[src/design/skpl_pkg.sv]
// Shared types and constants for the sorted key priority list.
package skpl_pkg;

    localparam int KEY_W  = 32;
    localparam int PAY_W  = 32;
    localparam int KIND_W = 3;

    localparam logic [KIND_W-1:0] KIND_PREPEND    = 3'd0;
    localparam logic [KIND_W-1:0] KIND_APPEND     = 3'd1;
    localparam logic [KIND_W-1:0] KIND_REMOVE_HD  = 3'd2;
    localparam logic [KIND_W-1:0] KIND_INSERT     = 3'd3;
    localparam logic [KIND_W-1:0] KIND_REMOVE_KEY = 3'd4;

    typedef enum logic [1:0] {
        STATUS_OK        = 2'd0,
        STATUS_EMPTY     = 2'd1,
        STATUS_NOT_FOUND = 2'd2,
        STATUS_FULL      = 2'd3
    } status_t;

    typedef enum logic [2:0] {
        OP_NONE,
        OP_PREPEND,
        OP_APPEND,
        OP_REMOVE_HD,
        OP_INSERT,
        OP_REMOVE_KEY
    } op_t;

    typedef struct packed {
        logic [KIND_W-1:0]       kind;
        logic signed [KEY_W-1:0] key;
        logic [PAY_W-1:0]        payload;
    } in_item_t;

    typedef struct packed {
        status_t                 status;
        logic [PAY_W-1:0]        payload_out;
        logic signed [KEY_W-1:0] key_out;
    } out_item_t;

    // Contents of one cell, as seen by its neighbours.
    typedef struct packed {
        logic                    valid;
        logic signed [KEY_W-1:0] key;
        logic [PAY_W-1:0]        payload;
    } entry_t;

    // Operation broadcast to every cell of the row.
    typedef struct packed {
        logic                    en;
        op_t                     op;
        logic signed [KEY_W-1:0] key;
        logic [PAY_W-1:0]        payload;
    } cmd_t;

    // What a cell reports when it is the one that the operation lands on.
    typedef struct packed {
        logic                    hit;
        logic signed [KEY_W-1:0] key;
        logic [PAY_W-1:0]        payload;
    } report_t;

endpackage

[src/design/skpl_cell.sv]
// One slot of the list: holds an entry and shifts towards either neighbour.
module skpl_cell (
    input  logic             aclk,
    input  logic             aresetn,
    input  skpl_pkg::cmd_t   cmd,
    input  skpl_pkg::entry_t left_entry,
    input  skpl_pkg::entry_t right_entry,
    input  logic             hit_in,
    output skpl_pkg::entry_t self_entry,
    output logic             hit_out,
    output skpl_pkg::report_t report
);
    import skpl_pkg::*;

    logic                    valid_reg, valid_next;
    logic signed [KEY_W-1:0] key_reg, key_next;
    logic [PAY_W-1:0]        payload_reg, payload_next;
    logic                    match;
    logic                    is_insert;
    logic signed [KEY_W-1:0] new_key;

    always_comb begin
        match     = 1'b0;
        is_insert = 1'b0;
        new_key   = cmd.key;
        case (cmd.op)
            OP_PREPEND: begin
                match     = 1'b1;
                is_insert = 1'b1;
                new_key   = valid_reg ? key_reg - KEY_W'(1) : '0;
            end
            OP_APPEND: begin
                match     = !valid_reg;
                is_insert = 1'b1;
                new_key   = left_entry.valid ? left_entry.key + KEY_W'(1) : '0;
            end
            OP_INSERT: begin
                match     = !valid_reg || (cmd.key < key_reg);
                is_insert = 1'b1;
            end
            OP_REMOVE_HD:  match = valid_reg;
            OP_REMOVE_KEY: match = valid_reg && (key_reg == cmd.key);
            default: begin
                match = 1'b0;
            end
        endcase
    end

    always_comb begin
        valid_next   = valid_reg;
        key_next     = key_reg;
        payload_next = payload_reg;
        if (cmd.en) begin
            if (is_insert) begin
                if (hit_in) begin
                    valid_next   = left_entry.valid;
                    key_next     = left_entry.key;
                    payload_next = left_entry.payload;
                end else if (match) begin
                    valid_next   = 1'b1;
                    key_next     = new_key;
                    payload_next = cmd.payload;
                end
            end else if (hit_in || match) begin
                valid_next   = right_entry.valid;
                key_next     = right_entry.key;
                payload_next = right_entry.payload;
            end
        end
    end

    always_ff @(posedge aclk) begin
        if (!aresetn) begin
            valid_reg <= 1'b0;
        end else begin
            valid_reg <= valid_next;
        end
    end

    always_ff @(posedge aclk) begin
        key_reg     <= key_next;
        payload_reg <= payload_next;
    end

    assign hit_out            = hit_in || match;
    assign self_entry.valid   = valid_reg;
    assign self_entry.key     = key_reg;
    assign self_entry.payload = payload_reg;
    assign report.hit         = match && !hit_in;
    assign report.key         = is_insert ? new_key : key_reg;
    assign report.payload     = is_insert ? '0 : payload_reg;

endmodule

[config.mk]
export PLATFORM = sky130hd
export DESIGN_NAME = skpl_cell
export DESIGN_NICKNAME = d
export VERILOG_FILES = /design/src/design/skpl_pkg.sv /design/src/design/skpl_cell.sv
export SDC_FILE = /design/constraint.sdc
export NUM_CORES = 1
export LEC_CHECK = 0
export ABC_AREA = 1
export BUFFER_PORTS_ARGS = -buffer_cell sky130_fd_sc_hd__buf_4
export CAP_MARGIN = 20
export CORE_MARGIN = 8
export CORE_UTILIZATION = 43
export CTS_CLUSTER_DIAMETER = 40
export DETAILED_ROUTE_END_ITERATION = 10
export PLACE_DENSITY = 0.84
export SLEW_MARGIN = 20
export SYNTH_ARGS = -nofsm -noshare
export SYNTH_HDL_FRONTEND = slang
export SYNTH_SLANG_ARGS = --single-unit
[constraint.sdc]
create_clock -name aclk -period 3.8 [get_ports aclk]
set_clock_uncertainty 0.1 [all_clocks]
set_input_delay 0 -clock aclk [delete_from_list [all_inputs] [get_ports aclk]]
set_output_delay 0 -clock aclk [all_outputs]
set_load 0.02 [all_outputs]
# Yosys cells after proc, flatten, opt, wreduce, memory -nomap -nowiden
# Cells that the tools add are included.
# Widths: inputs -> output; s select.
# classes
addsub,2
n_mul,0
n_div,0
n_lt_le_gt_ge,1
eq_ne,7
shift,0
n_mux,19
bitwise_logic,0
n_reduce_logical,9
# op_table
operator,count
$mux 32,12
$pmux 32 s2,1
$add 32x1->32 const B,1
$eq 32x32->1,1
$lt 32x32->1,1
$sub 32x1->32 const B,1
$eq 3x2->1 const B,2
$eq 3x3->1 const B,2
$mux 1,5
$pmux 1 s5,1
$eq 3x1->1 const B,1
$ne 3x3->1 const B,1
$reduce_and 3->1,1
$reduce_or 3->1,1
$logic_and 1x1->1,2
$logic_not 1->1,2
$logic_or 1x1->1,2
$reduce_bool 2->1,1
# totals
regBits,65
latch_bits,0
ramBits,0
rom_bits,0
out_inout_bits,131
elab_cells,41
mem_count,0

# Longest topological paths before layout
# logic_depth
depth_word,6
mapped_depth,18
mapped_depth_nobuf,18

# Least setup slack after synthesis
# Ideal clock, no wire load.
# synth_timing
kind,flip-flop to flip-flop
startpoint,register key_reg[15]
endpoint,"register key_reg[0], enable pin"
setup_ns,0.418
arrival_time_ns,3.210
path_slack_ns,0.072
path_stages_with_launch,17
path_buffers,0
path_cell_list,edfxtp_1 inv_1 ha_1 nand2_1 nor2_1 nand2_1 nor2_1 nand2_1 nand4_1 nand2_1 nand2_1 nand2_1 nand3_1 nand2_1 nand3_1 nand2_1 inv_1
# synth_between
elab_chain_len,6
# synth_lines
element,line_no,rtl
from (decl),skpl_cell.sv:16,"logic signed [KEY_W-1:0] key_reg, key_next;"
from (signal assigned),skpl_cell.sv:81,key_reg <= key_next;
$lt 32x32->1 or $eq 32x32->1 (tied branches),"skpl_cell.sv:38, skpl_cell.sv:42",
$logic_or 1x1->1 or $logic_and 1x1->1 (tied branches),"skpl_cell.sv:38, skpl_cell.sv:42",
$pmux 1 s5 (*),skpl_cell.sv:26,case (cmd.op)
$logic_or 1x1->1 (*),--,
via hit_out,skpl_cell.sv:10,"output logic hit_out,"
$reduce_bool 2->1 (no line) (*),--,
$reduce_and 3->1 (no line) (*),--,
# Mark *: on every way through the listed nets, which the timed path passes. The rest lies on a longest branch.
# A chain may end at the register's enable or synchronous reset.

# Final worst setup path
# layout_timing
startpoint,register key_reg[23]
endpoint,register valid_reg
# layout_between
elab_chain_len,6
# layout_lines
element,line_no,rtl
$lt 32x32->1 or $eq 32x32->1 (tied branches),"skpl_cell.sv:38, skpl_cell.sv:42",
$logic_or 1x1->1 or $logic_and 1x1->1 (tied branches),"skpl_cell.sv:38, skpl_cell.sv:42",
$pmux 1 s5 (*),skpl_cell.sv:26,
$logic_or 1x1->1,skpl_cell.sv:64,end else if (hit_in || match) begin
$reduce_bool 2->1 (no line),--,
$reduce_and 3->1 (no line) (*),--,
to (signal assigned),skpl_cell.sv:76,valid_reg <= valid_next;
to (decl),skpl_cell.sv:15,"logic valid_reg, valid_next;"
# Every way passes the cells marked *; elsewhere a longest branch is shown, timed or not.

==> summary.md <==
| Metric | Value |
|---|---|
| Status | `complete, no violations` |
| Peak supply drop | `0.208 mV` |
| Fin. Hold Viols | `0` |
| Worst path bufs/invs | `3` |
| Final nets | `1733` |
| Slew @ Worst Pin | `0.830 ns` |
| CTS buffer count | `9` |
| Async S/R FF share, synth | `0%` |
| LEAKAGE | `0.00530 µW` |
| Clock root cell | `clkbuf_16` |
| First DRT Iteration DRCs | `887` |
| Slew Viols, Final | `0` |
| RePlAce Congestion | `0.960` |
| Overall Power | `3230 µW` |
| Number of flops mapped to enable cells by yosys | `64` |
| RSZ-0062 raised after global routing | `no` |
| Initial antenna violation count | `0` |
| Area growth syn-to-layout | `60.9%` |
| Most instantiated library cell after synthesis | `nand2_1` |
| Largest fanout on the critical path | `6` |
| Seq/Total Area, Yosys | `28.2%` |
| Ratio of cells with drive above 1 in the final layout | `26.6%` |
| Finished Layout Cells | `1719` |
| FF+latch count, synth | `65` |
| Pre-antenna DRT Iters | `5` |
| Setup violations, final | `0` |
| Wire length of the first global-routing pass | `49100 µm` |
| Syn_nets | `1310` |
| Setup TNS | `0 ns` |
| Largest cells by area after synthesis | `edfxtp_1, nand2_1, nor2_1` |
| Area share of the largest cell type after synthesis | `28.0%` |
| CTS clock-pin slew for the worst setup and hold paths | `0.06 ns` |
| Detail Placement HPWL | `23800 µm` |
| Mapped Cells | `1075` |
| Max Fclk | `0.296 GHz` |
| Crit-path slowest cell | `dlygate4sd3_1` |
| Slew margin rel. | `44.2%` |
| Yosys warnings | `0` |
| Vias in the first global route | `9205` |
| PD cells | `292 nW/µm²` |
| Synth Cell Area | `6870 µm²` |
| CTS tree | `yes` |
| Most frequent cells after synthesis | `nand2_1, nor2_1, inv_1, o21ai_0, edfxtp_1` |
| Crit path largest cell delay | `0.54 ns` |
| Worst-Skew Late Latency | `0.35 ns` |
| Dpl cells | `1584` |
| Most frequent cell on the critical path | `nand2_1` |
| Netlist cell types | `44` |
| # IOs | `332` |
| # clock sinks | `65` |
| Die area | `20300 µm²` |
| CTS Buffer Depth | `2` |
| Period utilisation layout | `88.9%` |
| Cell taking the most area after synthesis | `edfxtp_1` |
| Starting density of the core | `43.6%` |
| Rows | `46` |
| Antenna cells | `0` |
| Largest net degree at the start of global routing | `72` |
| Max Cap Viol | `0` |
| Worst Hold Class | `primary input to register` |
| CP Capture Type | `register` |
| Minimum clock period | `3.38 ns` |
| Post-DRT Antenna Nets | `0` |
| Die height | `142 µm` |
| Worst Path Arrival | `3.52 ns` |
| WP data required | `3.94 ns` |
| DR DRC count | `0` |
| Via-to-Cell Ratio | `5.60` |
| Core footprint | `15800 µm²` |
| Total Routing Usage GR | `31.1%` |
| Vias | `9626` |
| Post-CTS resize count | `0` |
| Largest delay share family, worst path | `simple AND/OR/NAND/NOR gates` |
| Worst-path cell chain | `inv_1 > ha_1 > nand2_1 > nor2_1 > nand4_1 > nor2_1 > nand2_1 > nand2_1 > nand2_1 > nand3_1 > nand2_1 > nand3_1 > nand3_1 > nand2_1 > dlygate4sd3_1 > nor2_1 > dlygate4sd3_1` |
| Crit Path Class | `register to register` |
| Finished Cell Area | `11100 µm²` |
| Port Buffers | `331` |
| Post-DP Area | `9540 µm²` |
| Die span in x | `142 µm` |
| WL/cell | `19.4 µm` |
| Total Wirelength | `33300 µm` |
| Average size of a mapped cell | `6.39 µm²` |
| Total global routing overflow | `0` |
| Top_reg_cell synth | `edfxtp_1` |
| CP startpoint kind | `register` |
| H-tree Lvls | `3` |
-- worst reg2reg max path: stages (launching register included) --
cell,delay (ns)
edfxtp_1,0.44
inv_1,0.09
ha_1,0.30
nand2_1,0.08
nor2_1,0.15
nand4_1,0.12
nor2_1,0.24
nand2_1,0.11
nand2_1,0.07
nand2_1,0.04
nand3_1,0.06
nand2_1,0.06
nand3_1,0.14
nand3_1,0.09
nand2_1,0.06
dlygate4sd3_1,0.54
nor2_1,0.04
dlygate4sd3_1,0.54
-- layout make-up --
type | instances | area [µm²]
repair buffers | 460 | 3780
multi-input cells | 832 | 4240
inverters | 130 | 493
well taps | 216 | 270
flip-flops and latches | 65 | 1940
fillers | 1280 | 4710
clock inverters | 7 | 103
clock buffers | 9 | 225
-- cell usage in the layout, fill, tap and decap left out, types with 2 or more instances in the layout --
cell type and count:
o311ai_0 2, nand4_1 30, a21o_1 7, xnor2_1 2, o221ai_1 5, inv_1 120, buf_4 339, nand3_1 60
a21oi_1 39, nor2_2 4, o21ai_1 40, o211ai_1 6, a31oi_1 45, dlygate4sd3_1 119, o21ai_0 66, inv_6 3
o311ai_1 2, bufinv_16 2, edfxtp_1 64, nand2_1 282, nor2_1 149, ha_1 34, nor4_1 3, nand3_2 6
inv_2 8, clkbuf_16 9, clkinv_4 2, nor3_1 20, nand2_2 5, nor2_4 9, nand3_4 2
-- path summary, 6_finish.rpt --
path                        from          end  slack [ns]  cells past startpoint
setup / recovery     key_reg[23]    valid_reg        0.42                     17
hold / removal    left_entry[60]  key_reg[28]       0.004                      3
setup reg to reg     key_reg[23]    valid_reg        0.42                     17
hold reg to reg       key_reg[7]   key_reg[7]        0.85                      4
-- kinds of logic (layout without fill, tap and decap cells) --
logic type      Yosys count  after routing  share of synthesized area [%]
compound gates          216            216                           17.7
xor+xnor                  3              3                          0.382
fa+ha+maj                34             34                           6.19
buf+inv                 178            606                           10.0
flops                    65             65                           28.2
simple gates            579            579                           37.4
-- where the power goes --
group / internal, µW / switching [µW] / leakage (µW)
combinational: 600 / 751 / 0.00453
sequential: 873 / 57.4 / 0.000616
clock: 582 / 370 / 0.000157
-- metal layers --
layer	share of wire, %	GRT usage [%]
met3	11	6.84
met5	0	0
met1	37	37.5
met2	47	52.3
met4	4.4	13.9
-- metrics by stage --
step / worst slack [ns] / util (%) / hold slack (ns)
2_1_floorplan: 0.0722 / - / 0.0207
3_3_place_gp: 0.778 / 60.3 / 0.123
5_1_grt: 0.117 / 70.1 / 0.0123
3_5_place_dp: 0.682 / 60.5 / 0.139
6_report: 0.422 / 70.1 / 0.00367
4_1_cts: 0.446 / 70.1 / 0.000792
-- repair_timing --
action / CTS / global route
setup buffers: 0 / 0
endpoints found under the hold margin: 64 / 0
hold buffers: 119 / 0
No activity file was read; power rests on OpenSTA's default activity.
